`src/rtl/core/hnm_pkg.sv`:
```
// Package of shared types, constants and scale tables for the harmony note mapper.
package hnm_pkg;

    localparam int NOTE_W      = 7;
    localparam int CONF_W      = 10;
    localparam int KEY_W       = 4;
    localparam int INTERVAL_W  = 5;
    localparam int KIND_W      = 2;
    localparam int TARGET_W    = 9;
    localparam int SHIFT_W     = 6;
    localparam int GATE_W      = 7;
    localparam int CFG_INDEX_W = 3;
    localparam int CFG_DATA_W  = 10;

    localparam int SEMIS_PER_OCTAVE = 12;
    localparam int DIATONIC_SIZE    = 7;

    localparam logic [GATE_W-1:0] GATE_FALL = 7'd2;
    localparam logic [GATE_W-1:0] GATE_RISE = 7'd8;
    localparam logic [GATE_W-1:0] GATE_FULL = 7'd100;

    localparam logic [CONF_W-1:0] THRESHOLD_RESET = 10'd512;

    typedef enum logic [CFG_INDEX_W-1:0] {
        REG_HARMONY_MODE         = 3'd0,
        REG_SCALE_KIND           = 3'd1,
        REG_KEY_ROOT             = 3'd2,
        REG_VOICE_ONE_INTERVAL   = 3'd3,
        REG_VOICE_TWO_INTERVAL   = 3'd4,
        REG_CONFIDENCE_THRESHOLD = 3'd5
    } t_reg_index;

    localparam logic MODE_DIATONIC = 1'b0;
    localparam logic MODE_FIXED    = 1'b1;

    localparam logic [KIND_W-1:0] KIND_CHROMATIC = 2'd0;
    localparam logic [KIND_W-1:0] KIND_MAJOR     = 2'd1;
    localparam logic [KIND_W-1:0] KIND_MINOR     = 2'd2;

    // Settings shared by both voices.
    typedef struct packed {
        logic              mode;
        logic [KIND_W-1:0] scale_kind;
        logic [KEY_W-1:0]  key_root;
    } t_voice_cfg;

    localparam logic [3:0] MAJOR_DEG [DIATONIC_SIZE] = '{
        4'd0, 4'd2, 4'd4, 4'd5, 4'd7, 4'd9, 4'd11
    };
    localparam logic [3:0] MINOR_DEG [DIATONIC_SIZE] = '{
        4'd0, 4'd2, 4'd3, 4'd5, 4'd7, 4'd8, 4'd10
    };

    // Nearest degree index for each pitch class; ties go to the lower index.
    localparam logic [2:0] MAJOR_SNAP [SEMIS_PER_OCTAVE] = '{
        3'd0, 3'd0, 3'd1, 3'd1, 3'd2, 3'd3, 3'd3, 3'd4, 3'd4, 3'd5, 3'd5, 3'd6
    };
    localparam logic [2:0] MINOR_SNAP [SEMIS_PER_OCTAVE] = '{
        3'd0, 3'd0, 3'd1, 3'd2, 3'd2, 3'd3, 3'd3, 3'd4, 3'd5, 3'd5, 3'd6, 3'd6
    };

endpackage

```
`src/rtl/core/hnm_if.sv`:
```
// Stream and configuration channel interfaces of the harmony note mapper.
interface hnm_note_if;
    logic                             valid;
    logic                             ready;
    logic [hnm_pkg::NOTE_W-1:0]       source_note;
    logic                             voiced;
    logic [hnm_pkg::CONF_W-1:0]       confidence;

    modport source (output valid, output source_note, output voiced, output confidence,
                    input ready);
    modport sink   (input valid, input source_note, input voiced, input confidence,
                    output ready);
endinterface

interface hnm_result_if;
    logic                                valid;
    logic                                ready;
    logic                                active;
    logic signed [hnm_pkg::TARGET_W-1:0] voice_one_target;
    logic signed [hnm_pkg::TARGET_W-1:0] voice_two_target;
    logic signed [hnm_pkg::SHIFT_W-1:0]  voice_one_shift;
    logic signed [hnm_pkg::SHIFT_W-1:0]  voice_two_shift;
    logic [hnm_pkg::GATE_W-1:0]          gate_level;

    modport source (output valid, output active, output voice_one_target,
                    output voice_two_target, output voice_one_shift,
                    output voice_two_shift, output gate_level, input ready);
    modport sink   (input valid, input active, input voice_one_target,
                    input voice_two_target, input voice_one_shift,
                    input voice_two_shift, input gate_level, output ready);
endinterface

interface hnm_cfg_if;
    logic                                valid;
    logic                                ready;
    logic [hnm_pkg::CFG_INDEX_W-1:0]     index;
    logic [hnm_pkg::CFG_DATA_W-1:0]      data;

    modport source (output valid, output index, output data, input ready);
    modport sink   (input valid, input index, input data, output ready);
endinterface

```
`src/rtl/core/hnm_voice_calc.sv`:
```
// Target note and shift of one harmony voice, fixed or diatonic.
module hnm_voice_calc (
    input  hnm_pkg::t_voice_cfg                 i_cfg,
    input  logic [hnm_pkg::NOTE_W-1:0]          i_source_note,
    input  logic signed [hnm_pkg::INTERVAL_W-1:0] i_interval,
    output logic signed [hnm_pkg::TARGET_W-1:0] o_target,
    output logic signed [hnm_pkg::SHIFT_W-1:0]  o_shift
);

    logic signed [8:0] rel;
    logic signed [4:0] oct;
    logic signed [8:0] oct_base;
    logic [3:0]        pc;
    logic              is_major;
    logic              is_minor;
    logic [3:0]        best;
    logic signed [5:0] tdeg;
    logic signed [4:0] step_oct;
    logic signed [5:0] step_base;
    logic [3:0]        wrapped;
    logic [3:0]        degree;
    logic signed [4:0] toct;
    logic signed [hnm_pkg::TARGET_W-1:0] diatonic_target;

    assign is_major = (i_cfg.scale_kind == hnm_pkg::KIND_MAJOR);
    assign is_minor = (i_cfg.scale_kind == hnm_pkg::KIND_MINOR);

    // Octave and pitch class relative to the key tonic (floor division by 12).
    assign rel = 9'(int'(i_source_note) - int'(i_cfg.key_root));

    always_comb begin
        oct      = -5'sd2;
        oct_base = -9'sd24;
        for (int k = -1; k <= 10; k++) begin
            if (int'(rel) >= k * hnm_pkg::SEMIS_PER_OCTAVE) begin
                oct      = 5'(k);
                oct_base = 9'(k * hnm_pkg::SEMIS_PER_OCTAVE);
            end
        end
    end

    assign pc = 4'(rel - oct_base);

    always_comb begin
        if (is_major) begin
            best = {1'b0, hnm_pkg::MAJOR_SNAP[pc]};
        end else if (is_minor) begin
            best = {1'b0, hnm_pkg::MINOR_SNAP[pc]};
        end else begin
            best = pc;
        end
    end

    assign tdeg = 6'(int'(best) + int'(i_interval));

    // Wrap the stepped degree into the scale, carrying whole octaves. Only a
    // seven-degree scale can step below minus two octaves.
    always_comb begin
        step_oct  = -5'sd3;
        step_base = 6'(-3 * hnm_pkg::DIATONIC_SIZE);
        for (int k = -2; k <= 3; k++) begin
            if (is_major || is_minor) begin
                if (int'(tdeg) >= k * hnm_pkg::DIATONIC_SIZE) begin
                    step_oct  = 5'(k);
                    step_base = 6'(k * hnm_pkg::DIATONIC_SIZE);
                end
            end else begin
                if (int'(tdeg) >= k * hnm_pkg::SEMIS_PER_OCTAVE) begin
                    step_oct  = 5'(k);
                    step_base = 6'(k * hnm_pkg::SEMIS_PER_OCTAVE);
                end
            end
        end
    end

    assign wrapped = 4'(tdeg - step_base);

    always_comb begin
        if (is_major) begin
            degree = hnm_pkg::MAJOR_DEG[wrapped[2:0]];
        end else if (is_minor) begin
            degree = hnm_pkg::MINOR_DEG[wrapped[2:0]];
        end else begin
            degree = wrapped;
        end
    end

    assign toct = oct + step_oct;

    assign diatonic_target = hnm_pkg::TARGET_W'(int'(i_cfg.key_root)
                           + int'(toct) * hnm_pkg::SEMIS_PER_OCTAVE + int'(degree));

    always_comb begin
        if (i_cfg.mode == hnm_pkg::MODE_FIXED) begin
            o_target = hnm_pkg::TARGET_W'(int'(i_source_note) + int'(i_interval));
        end else begin
            o_target = diatonic_target;
        end
        o_shift = hnm_pkg::SHIFT_W'(int'(o_target) - int'(i_source_note));
    end

endmodule

```
`src/rtl/core/harmony_note_mapper_core.sv`:
```
// Top level of the harmony note mapper: pitch analysis in, two harmony voice targets out.
//
// Each transfer on the note channel carries one pitch-analysis result and yields exactly
// one transfer on the result channel, in order. An item passes through two registers, an
// input register and a result register: it enters the input register at its own transfer
// edge and moves to the result register when that register advances; the two-stage
// pipeline takes one item in every cycle unless the result channel stalls, and the result
// channel's ready passes back combinationally to the note channel's ready. Between the two
// registers lies one pass of logic: the confidence gate, the voice gate update, and for
// each voice either a plain semitone add (fixed mode) or a snap to the nearest scale
// degree followed by a step in degrees with octave wrap (diatonic mode). An unvoiced item,
// or one whose confidence is below the threshold, gives an inactive result with zero
// targets and shifts, and lowers the gate by two hundredths; an accepted pitch raises it
// by eight, up to full level. Configuration writes are always ready and are meant to
// arrive while no item is in flight; writes to an index beyond the register list are
// ignored.
module harmony_note_mapper_core (
    input  logic           i_clk,
    input  logic           i_rst_n,
    hnm_note_if.sink       i_note,
    hnm_result_if.source   o_result,
    hnm_cfg_if.sink        i_cfg
);

    // Configuration registers.
    logic                                  r_harmony_mode;
    logic [hnm_pkg::KIND_W-1:0]            r_scale_kind;
    logic [hnm_pkg::KEY_W-1:0]             r_key_root;
    logic signed [hnm_pkg::INTERVAL_W-1:0] r_voice_one_interval;
    logic signed [hnm_pkg::INTERVAL_W-1:0] r_voice_two_interval;
    logic [hnm_pkg::CONF_W-1:0]            r_confidence_threshold;

    assign i_cfg.ready = 1'b1;

    always_ff @(posedge i_clk) begin
        if (!i_rst_n) begin
            r_harmony_mode         <= hnm_pkg::MODE_DIATONIC;
            r_scale_kind           <= hnm_pkg::KIND_CHROMATIC;
            r_key_root             <= '0;
            r_voice_one_interval   <= '0;
            r_voice_two_interval   <= '0;
            r_confidence_threshold <= hnm_pkg::THRESHOLD_RESET;
        end else if (i_cfg.valid) begin
            case (i_cfg.index)
                hnm_pkg::REG_HARMONY_MODE: begin
                    r_harmony_mode <= i_cfg.data[0];
                end
                hnm_pkg::REG_SCALE_KIND: begin
                    r_scale_kind <= i_cfg.data[hnm_pkg::KIND_W-1:0];
                end
                hnm_pkg::REG_KEY_ROOT: begin
                    r_key_root <= i_cfg.data[hnm_pkg::KEY_W-1:0];
                end
                hnm_pkg::REG_VOICE_ONE_INTERVAL: begin
                    r_voice_one_interval <= signed'(i_cfg.data[hnm_pkg::INTERVAL_W-1:0]);
                end
                hnm_pkg::REG_VOICE_TWO_INTERVAL: begin
                    r_voice_two_interval <= signed'(i_cfg.data[hnm_pkg::INTERVAL_W-1:0]);
                end
                hnm_pkg::REG_CONFIDENCE_THRESHOLD: begin
                    r_confidence_threshold <= i_cfg.data[hnm_pkg::CONF_W-1:0];
                end
                default: begin
                end
            endcase
        end
    end

    // Pipeline flow: the result register advances when empty or when its result is
    // taken; the input register advances along with it or whenever it is empty.
    logic r_in_valid;
    logic r_out_valid;
    logic advance;

    assign advance      = !r_out_valid || o_result.ready;
    assign i_note.ready = !r_in_valid || advance;

    logic [hnm_pkg::NOTE_W-1:0] r_source_note;
    logic                       r_voiced;
    logic [hnm_pkg::CONF_W-1:0] r_confidence;

    always_ff @(posedge i_clk) begin
        if (!i_rst_n) begin
            r_in_valid <= 1'b0;
        end else if (i_note.ready) begin
            r_in_valid <= i_note.valid;
        end
    end

    always_ff @(posedge i_clk) begin
        if (i_note.valid && i_note.ready) begin
            r_source_note <= i_note.source_note;
            r_voiced      <= i_note.voiced;
            r_confidence  <= i_note.confidence;
        end
    end

    // Voice computation for both voices from the registered item.
    hnm_pkg::t_voice_cfg voice_cfg;

    assign voice_cfg.mode       = r_harmony_mode;
    assign voice_cfg.scale_kind = r_scale_kind;
    assign voice_cfg.key_root   = r_key_root;

    logic signed [hnm_pkg::TARGET_W-1:0] one_target;
    logic signed [hnm_pkg::TARGET_W-1:0] two_target;
    logic signed [hnm_pkg::SHIFT_W-1:0]  one_shift;
    logic signed [hnm_pkg::SHIFT_W-1:0]  two_shift;

    hnm_voice_calc u_voice_one (
        .i_cfg         (voice_cfg),
        .i_source_note (r_source_note),
        .i_interval    (r_voice_one_interval),
        .o_target      (one_target),
        .o_shift       (one_shift)
    );

    hnm_voice_calc u_voice_two (
        .i_cfg         (voice_cfg),
        .i_source_note (r_source_note),
        .i_interval    (r_voice_two_interval),
        .o_target      (two_target),
        .o_shift       (two_shift)
    );

    // Voice gate: falls on a rejected pitch, rises on an accepted one, both clamped.
    logic                        pitch_ok;
    logic [hnm_pkg::GATE_W-1:0]  r_gate;
    logic [hnm_pkg::GATE_W-1:0]  n_gate;
    logic [hnm_pkg::GATE_W:0]    gate_raised;

    assign pitch_ok    = r_voiced && (r_confidence >= r_confidence_threshold);
    assign gate_raised = {1'b0, r_gate} + {1'b0, hnm_pkg::GATE_RISE};

    always_comb begin
        if (pitch_ok) begin
            if (gate_raised > {1'b0, hnm_pkg::GATE_FULL}) begin
                n_gate = hnm_pkg::GATE_FULL;
            end else begin
                n_gate = gate_raised[hnm_pkg::GATE_W-1:0];
            end
        end else begin
            if (r_gate > hnm_pkg::GATE_FALL) begin
                n_gate = r_gate - hnm_pkg::GATE_FALL;
            end else begin
                n_gate = '0;
            end
        end
    end

    logic take_item;

    assign take_item = r_in_valid && advance;

    always_ff @(posedge i_clk) begin
        if (!i_rst_n) begin
            r_gate <= '0;
        end else if (take_item) begin
            r_gate <= n_gate;
        end
    end

    // Result register.
    logic                                r_active;
    logic signed [hnm_pkg::TARGET_W-1:0] r_one_target;
    logic signed [hnm_pkg::TARGET_W-1:0] r_two_target;
    logic signed [hnm_pkg::SHIFT_W-1:0]  r_one_shift;
    logic signed [hnm_pkg::SHIFT_W-1:0]  r_two_shift;
    logic [hnm_pkg::GATE_W-1:0]          r_gate_level;

    always_ff @(posedge i_clk) begin
        if (!i_rst_n) begin
            r_out_valid <= 1'b0;
        end else if (advance) begin
            r_out_valid <= r_in_valid;
        end
    end

    always_ff @(posedge i_clk) begin
        if (take_item) begin
            r_active     <= pitch_ok;
            r_one_target <= pitch_ok ? one_target : '0;
            r_two_target <= pitch_ok ? two_target : '0;
            r_one_shift  <= pitch_ok ? one_shift : '0;
            r_two_shift  <= pitch_ok ? two_shift : '0;
            r_gate_level <= n_gate;
        end
    end

    assign o_result.valid            = r_out_valid;
    assign o_result.active           = r_active;
    assign o_result.voice_one_target = r_one_target;
    assign o_result.voice_two_target = r_two_target;
    assign o_result.voice_one_shift  = r_one_shift;
    assign o_result.voice_two_shift  = r_two_shift;
    assign o_result.gate_level       = r_gate_level;

endmodule

```
`src/flat_wrapper.sv`:
```
// flat-port wrapper written by rule: the top's interface ports become plain ports
module harmony_note_mapper_core_flat 
  (i_clk, i_rst_n, i_note_valid, i_note_source_note, i_note_voiced, i_note_confidence, i_note_ready, o_result_valid, o_result_active, o_result_voice_one_target, o_result_voice_two_target, o_result_voice_one_shift, o_result_voice_two_shift, o_result_gate_level, o_result_ready, i_cfg_valid, i_cfg_index, i_cfg_data, i_cfg_ready);
  hnm_note_if i_note_i ();
  hnm_result_if o_result_i ();
  hnm_cfg_if i_cfg_i ();
  input  logic i_clk;
  input  logic i_rst_n;
  input wire logic [$bits(i_note_i.valid)-1:0] i_note_valid;
  input wire logic [$bits(i_note_i.source_note)-1:0] i_note_source_note;
  input wire logic [$bits(i_note_i.voiced)-1:0] i_note_voiced;
  input wire logic [$bits(i_note_i.confidence)-1:0] i_note_confidence;
  output wire logic [$bits(i_note_i.ready)-1:0] i_note_ready;
  output wire logic [$bits(o_result_i.valid)-1:0] o_result_valid;
  output wire logic [$bits(o_result_i.active)-1:0] o_result_active;
  output wire logic [$bits(o_result_i.voice_one_target)-1:0] o_result_voice_one_target;
  output wire logic [$bits(o_result_i.voice_two_target)-1:0] o_result_voice_two_target;
  output wire logic [$bits(o_result_i.voice_one_shift)-1:0] o_result_voice_one_shift;
  output wire logic [$bits(o_result_i.voice_two_shift)-1:0] o_result_voice_two_shift;
  output wire logic [$bits(o_result_i.gate_level)-1:0] o_result_gate_level;
  input wire logic [$bits(o_result_i.ready)-1:0] o_result_ready;
  input wire logic [$bits(i_cfg_i.valid)-1:0] i_cfg_valid;
  input wire logic [$bits(i_cfg_i.index)-1:0] i_cfg_index;
  input wire logic [$bits(i_cfg_i.data)-1:0] i_cfg_data;
  output wire logic [$bits(i_cfg_i.ready)-1:0] i_cfg_ready;
  assign i_note_i.valid = i_note_valid;
  assign i_note_i.source_note = i_note_source_note;
  assign i_note_i.voiced = i_note_voiced;
  assign i_note_i.confidence = i_note_confidence;
  assign i_note_ready = i_note_i.ready;
  assign o_result_valid = o_result_i.valid;
  assign o_result_active = o_result_i.active;
  assign o_result_voice_one_target = o_result_i.voice_one_target;
  assign o_result_voice_two_target = o_result_i.voice_two_target;
  assign o_result_voice_one_shift = o_result_i.voice_one_shift;
  assign o_result_voice_two_shift = o_result_i.voice_two_shift;
  assign o_result_gate_level = o_result_i.gate_level;
  assign o_result_i.ready = o_result_ready;
  assign i_cfg_i.valid = i_cfg_valid;
  assign i_cfg_i.index = i_cfg_index;
  assign i_cfg_i.data = i_cfg_data;
  assign i_cfg_ready = i_cfg_i.ready;
  harmony_note_mapper_core u_core (.i_clk(i_clk), .i_rst_n(i_rst_n), .i_note(i_note_i), .o_result(o_result_i), .i_cfg(i_cfg_i));
endmodule
```
`config.mk`:
```
export PLATFORM = sky130hd
export DESIGN_NAME = harmony_note_mapper_core_flat
export DESIGN_NICKNAME = d
export VERILOG_FILES = /design/src/rtl/core/hnm_pkg.sv /design/src/rtl/core/hnm_if.sv /design/src/rtl/core/hnm_voice_calc.sv /design/src/rtl/core/harmony_note_mapper_core.sv /design/src/flat_wrapper.sv
export SDC_FILE = /design/constraint.sdc
export NUM_CORES = 1
export LEC_CHECK = 0
export BUFFER_PORTS_ARGS = -buffer_cell sky130_fd_sc_hd__buf_2
export CORE_ASPECT_RATIO = 1.75
export CORE_UTILIZATION = 65
export DETAILED_ROUTE_END_ITERATION = 10
export PLACE_DENSITY = 0.93
export SLEW_MARGIN = 20
export SYNTH_ARGS = -nofsm -noshare
export SYNTH_HDL_FRONTEND = slang
export SYNTH_HIERARCHICAL = 1
export SYNTH_SLANG_ARGS = --single-unit
```
`constraint.sdc`:
```
create_clock -name i_clk -period 16.9 [get_ports i_clk]
set_input_delay 0.845 -clock i_clk [delete_from_list [all_inputs] [get_ports i_clk]]
set_output_delay 0.845 -clock i_clk [all_outputs]
set_load 0.05 [all_outputs]
```
* Word-level counts from Yosys, hierarchy flattened *
Memory sizes are Yosys's and may differ from the RTL's.
Index checks and enable logic that the tools add are counted.

cells by class
  multipliers = 2
  multiplexer cells = 111
  bitwise operators = 3
  add/subtract/negate cells = 18
  eq/ne operators = 7
  magnitude comparators = 40
  reduce and logical (&&, ||, !) cells = 15

operators by type and width
  cell                 number
  $mux 4               56
  $mux 5               39
  $ge 6x5->1 const B   8
  $ge 8x8->1 const B   5
  $ge 6x6->1 const B   6
  $ge 6x4->1 const B   4
  $ge 8x7->1 const B   3
  $mux 7               3
  $add 5x9->9          2
  $add 8x5->9          2
  $add 9x5->9          2
  $mux 9               2
  $ge 8x5->1 const B   2
  $ge 6x7->1 const B   2
  $mul 5x3->7 const B  2
  $add 5x5->6          2
  $ge 6x1->1 const B   2
  $mux 2               6
  $mux 3               4
  $reduce_and 2->1     6
  $sub 4x4->4          3
  $sub 6x6->6          2
  $add 5x5->5          2
  $ge 10x10->1         1
  other kinds (21)     30

word-level totals
  memory bits (read-only) = 224
  logic and storage cells = 220
  memories kept = 6
  flip-flop bits (word level) = 92
  bits of input ports = 36
  output and inout port bits = 41

memories
  memory           depth  bits a word  rd ports  clocked after Yosys merged registers in  write ports  RTL line              source
  (no name shown)  16     3            1         0                                        0            hnm_voice_calc.sv:48  best = {1'b0, hnm_pkg::MINOR_SNAP[pc]};
  (no name shown)  16     3            1         0                                        0            hnm_voice_calc.sv:46  best = {1'b0, hnm_pkg::MAJOR_SNAP[pc]};
  (no name shown)  8      4            1         0                                        0            hnm_voice_calc.sv:82  degree = hnm_pkg::MINOR_DEG[wrapped[2:0]];
  (no name shown)  8      4            1         0                                        0            hnm_voice_calc.sv:80  degree = hnm_pkg::MAJOR_DEG[wrapped[2:0]];
  (no name shown)  8      4            1         0                                        0            hnm_voice_calc.sv:82
  (no name shown)  8      4            1         0                                        0            hnm_voice_calc.sv:80

* Logic depth before layout (Yosys ltp) *
  depth after elaboration = 44
  depth in mapped cells = 53
  mapped depth without buffers = 53

* Hierarchy *
The synthesis kept the hierarchy.

by module, submodules not included
  module                                cells an instance  sequential area each (um^2)  instances  area an instance (um^2)
  harmony_note_mapper_core              331                2402.3                       1          3981.3
  hnm_voice_calc at u_core.u_voice_one  373                0.0                          1          2770.2
  hnm_voice_calc at u_core.u_voice_two  363                0.0                          1          2691.3

* Worst setup path before layout *
No wires, ideal clock.

  kind = register to register
  start = register u_core/r_source_note[1] (netlist name)
  end = register u_core.r_two_shift (netlist bit u_core/o_result.voice_two_shift[5]), data pin
  period minus slack after synthesis = 9.973 ns
  stages on the path, launching flop included = 50
  setup time = 0.255 ns
  data arrival time = 9.718 ns
  slack = 6.927 ns
  path buffers = 0
  data required time = 16.645 ns
  cells stage by stage = edfxtp_1 inv_1 fa_1 and2b_1 o21a_1 nor3_2 or2_2 nor4_1 o21ai_0 a32oi_1 o22ai_1 o41ai_1 ha_1 xnor2_1 inv_1 xnor2_2 and4_1 a311oi_1 [14 not listed] inv_1 ha_1 o211ai_1 o21ai_0 nor2_1 a21oi_1 ha_1 ha_1 fa_1 nor2_1 a21oi_1 ha_1 a21o_1 a21o_1 a21oi_1 xnor2_1 xnor2_1 and2_1

between the ends
  longest elaborated chain between the ends = 44
  elaborated cells between the ends (all ways) = 108
  classes of those cells = 9 x add/sub; 1 x mul; 23 x order compare; 69 x mux; 2 x bitwise; 4 x memory

RTL lines
  item                                                                  RTL line                         source
  start: declaration                                                    harmony_note_mapper_core.sv:78   logic [hnm_pkg::NOTE_W-1:0] r_source_note;
  start signal: assignment                                              harmony_note_mapper_core.sv:92   r_source_note <= i_note.source_note;
  parallel branches: the longest is 42 deep, another holds $sub 7x4->8  -
  $mux 9 (*)                                                            hnm_voice_calc.sv:94             if (i_cfg.mode == hnm_pkg::MODE_FIXED) begin
  via u_core.two_target (one bit)                                       harmony_note_mapper_core.sv:106  logic signed [hnm_pkg::TARGET_W-1:0] two_target;
  $sub 6x6->6 (*)                                                       hnm_voice_calc.sv:99             o_shift = hnm_pkg::SHIFT_W'(int'(o_target) - int'(i_source_note));
  via u_core.two_shift (one bit)                                        harmony_note_mapper_core.sv:108  logic signed [hnm_pkg::SHIFT_W-1:0] two_shift;
  end signal: assignment                                                harmony_note_mapper_core.sv:185  r_two_shift <= pitch_ok ? two_shift : '0;
  end: declaration                                                      harmony_note_mapper_core.sv:168  logic signed [hnm_pkg::SHIFT_W-1:0] r_two_shift;

Mark *: on every way through the listed nets, which the timed path passes. The select of a mux whose other input is x is not followed.
A chain may end at the register's enable or synchronous reset.

* Worst setup path after layout *
Ends and elaborated chain as after synthesis.

==> summary.txt <==
PortBufs -> 75
Cells after Synth -> 1067
Hold endpoint -> u_core/r_confidence_threshold[8]
Initial DRT Pass Iterations -> 6
Most common cell on crit path -> ha_1
Vias in the first global route -> 8647
Total CTS buffers -> 9
Final hold violation count -> 0
Critical R2R Launch -> u_core/r_source_note[1]
Post-synthesis cell type count -> 90
Clock Latency Late Sink -> 0.35 ns
Post-CTS Resized -> 0
Initial antenna violation count -> 3
FF+latch area -> 2400 sq um
# rows -> 57
Synth Flop Type -> edfxtp_1
DP Worst Slack -> 5.54 ns
Mapped cell area -> 9440 sq um
Yosys top cell area share -> 17.8%
RSZ-0062 raised after global routing -> false
Reg2Reg Depth -> 46
# Max-Cap Violations -> 0
Post-synthesis sequential area ratio -> 25.4%
CP max FO -> 9
Syn Area/Cell -> 8.85 sq um
Final setup vio count -> 0
Ys Warns -> 6
Cts hold-fix bufs -> 0
Worst flop-to-flop path endpoint -> u_core/o_result.voice_two_shift[5]
Leak -> 4.43 nW
Hold Crit Depth -> 2
Max-slew headroom -> 32.2%
Power Density -> 165 nW/um^2
Post-synth EDFFs -> 56
Max-slew violation count -> 0
Multi-input logic area -> 6490 sq um
Peak VDD IR -> 0.169 mV
Clock-pin transition on the worst setup and hold timing paths -> 0.07 ns
Ratio of cells with drive above 1 in the final layout -> 11.2%
Utilization after layout -> 72.3%
Maximum root-to-sink buffer count -> 2
Kind of critical path -> register to register
Yosys top cell by area -> edfxtp_1
Die width -> 93.1 um
CTS Sinks -> 92
DRC viols -> 0
Slowest-stage cell, CP -> o41ai_1
GRT Overall Usage -> 34.9%
Die Y -> 161 um
Largest net degree at the start of global routing -> 46
GR Overflow Total -> 0
Nets -> 1294
DP HPWL -> 18600 um
Drt total wl -> 26000 um
Post-layout min period -> 11.62 ns
Starting Density -> 67.2%
Worst path required time -> 17.00 ns
Critical Path Source Type -> register
CORE AREA -> 14000 sq um
Synth area leaders -> edfxtp_1 (18%), ha_1 (16%), dfxtp_1 (7.6%)
Placer Congestion -> 0.899
DR WL/cell -> 19.9 um
Least-Margin Pin Slew -> 1.02 ns
Antenna Nets Post-Route -> 0
Fmax -> 86.0 MHz
Arr. time, crit path -> 11.73 ns
Worst setup margin -> 5.28 ns
Root Buffer -> clkbuf_16
Hold Path Class -> register to register
Total negative slack -> 0 ns
Die area -> 15000 sq um
Total number of vias -> 8588
Drt first-iter violations -> 714
Non-Filler Instances -> 1304
CP endpoint kind -> register
Number of fill cells -> 916
Synth Register Bits -> 92
Number of vias per cell -> 6.59
Max incr delay on CP -> 0.89 ns
H-tree Lvls -> 3
Worst Clk Skew -> 0.0158 ns
Status -> complete, no violations
Layout area overhead -> 7.53%
Final period utilization -> 68.8%
Post-CTS Setup Inserts -> 0
Net count after synthesis -> 1242
Hold Path Origin -> u_core/r_confidence_threshold[8]
Post-synth ARST share -> 0%
Wire length of the first global-routing pass -> 41100 um
TritonCTS clock tree -> built
Placed insts -> 1285
FF-to-FF setup slack -> 5.28 ns
Boundary pin count -> 77
## through the flow
step | power [mW] | area (sq um) | hold slack [ns]
floorplan | 1.18 | 9440 | 0.431
global placement | 1.36 | 9860 | 0.451
detailed placement | 1.41 | 9860 | 0.466
CTS | 1.63 | 10100 | 0.475
global route | 1.77 | 10200 | 0.522
finish | 1.67 | 10200 | 0.476
## cell usage in the layout (no fill, tap or decap), drive strengths merged, types with 6 or more instances in the layout
master    n
nand2    73
a31oi    12
o21ai    61
a21boi   13
or3       6
o21bai   10
a21oi    67
and2     35
o22ai     7
o211ai   10
nand3    25
clkbuf   10
mux2i    28
a21o     38
nand2b    8
nor2     68
inv      97
ha      119
nor2b    28
xor2     24
edfxtp   56
buf      78
and3      6
o21a     13
dfxtp    36
nor4b     6
nor3     25
fa       20
xnor2    53
## sequential cells by signal (all words and copies together), names as in the netlist
| signal | flops |
|---|---|
| u_core/r_source_note | 7 |
| u_core/r_scale_kind | 2 |
| u_core/r_in_valid | 1 |
| u_core/o_result.gate_level | 7 |
| u_core/o_result.voice_one_shift | 6 |
| u_core/r_voice_two_interval | 5 |
| u_core/o_result.voice_two_shift | 6 |
| u_core/r_confidence | 10 |
| u_core/o_result.valid | 1 |
| u_core/r_harmony_mode | 1 |
| u_core/o_result.voice_one_target | 9 |
| u_core/r_voice_one_interval | 5 |
| u_core/o_result.voice_two_target | 9 |
| u_core/r_voiced | 1 |
| u_core/r_gate | 7 |
| u_core/o_result.active | 1 |
| u_core/r_key_root | 4 |
| u_core/r_confidence_threshold | 10 |
## per-layer routing
layer  vias to the layer above  share of wire [%]  GRT usage (%)
met5                         -                  0          0.694
met4                         0                9.5           29.9
met3                       156                6.6           5.84
met2                       513                 51           62.6
met1                      4015                 33           33.7
li1                       3904                  -              -
## worst max-delay path: cells and delay by family, from the launching register on
kind,cells,cell delay [ns]
DFF,1,0.67
xor gates and xnor gates,4,0.68
and+or+nand+nor,10,1.67
adders and majority gates,12,4.21
AOI/OAI and AO/OA,14,3.26
buffers and inverters,6,0.89
## synthesized netlist by cell type (all sizes together), types with 23 or more instances
cell    count
clkbuf     23
a21oi      67
mux2i      28
and2       35
edfxtp     56
nand3      25
xor2       24
xnor2      53
ha        119
inv        93
nor2b      28
dfxtp      36
nor2       68
nor3       25
nand2      73
a21o       38
o21ai      61
## kinds of logic after synthesis
logic type               after synthesis  synth area share [%]
multiplexers                          32                  3.52
buffers and inverters                131                  5.87
AND/OR/NAND/NOR                      309                  17.2
XOR/XNOR                              77                  7.46
AO/OA/AOI/OAI                        282                  20.0
flip-flops                            92                  25.4
adder cells (fa/ha/maj)              143                  20.4
other                                  1                0.0397
## area by class of cell
cell class / count / area share (%)
inverter: 94 / 3.48
tap: 177 / 2.18
timing repair buffer: 78 / 3.92
sequential: 92 / 23.7
antenna: 3 / 0.0739
clock inverter: 6 / 0.530
multi-input combinational: 844 / 63.9
clock buffer: 10 / 2.26
## where the power goes
| part | switching (mW) | internal, mW | leakage [nW] |
|---|---|---|---|
| logic | 0.696 | 0.484 | 3.47 |
| clock network | 0.0978 | 0.103 | 0.136 |
| registers | 0.0153 | 0.275 | 0.826 |
| total | 0.809 | 0.862 | 4.43 |
## how the worst max path moves through the flow
stage,startpoint,to,slack (ns),cells past startpoint
floorplan,u_core/r_source_note[1],u_core/o_result.voice_two_shift[5],6.93,49
global placement,u_core/r_source_note[1],u_core/o_result.voice_two_shift[5],5.76,49
detailed placement,u_core/r_source_note[1],u_core/o_result.voice_two_shift[5],5.54,46
CTS,u_core/r_source_note[1],u_core/o_result.voice_two_shift[5],5.43,46
global route,u_core/r_source_note[1],u_core/o_result.voice_two_shift[5],4.57,49
finish,u_core/r_source_note[1],u_core/o_result.voice_two_shift[5],5.28,46
(Power assumes the default switching activity.)
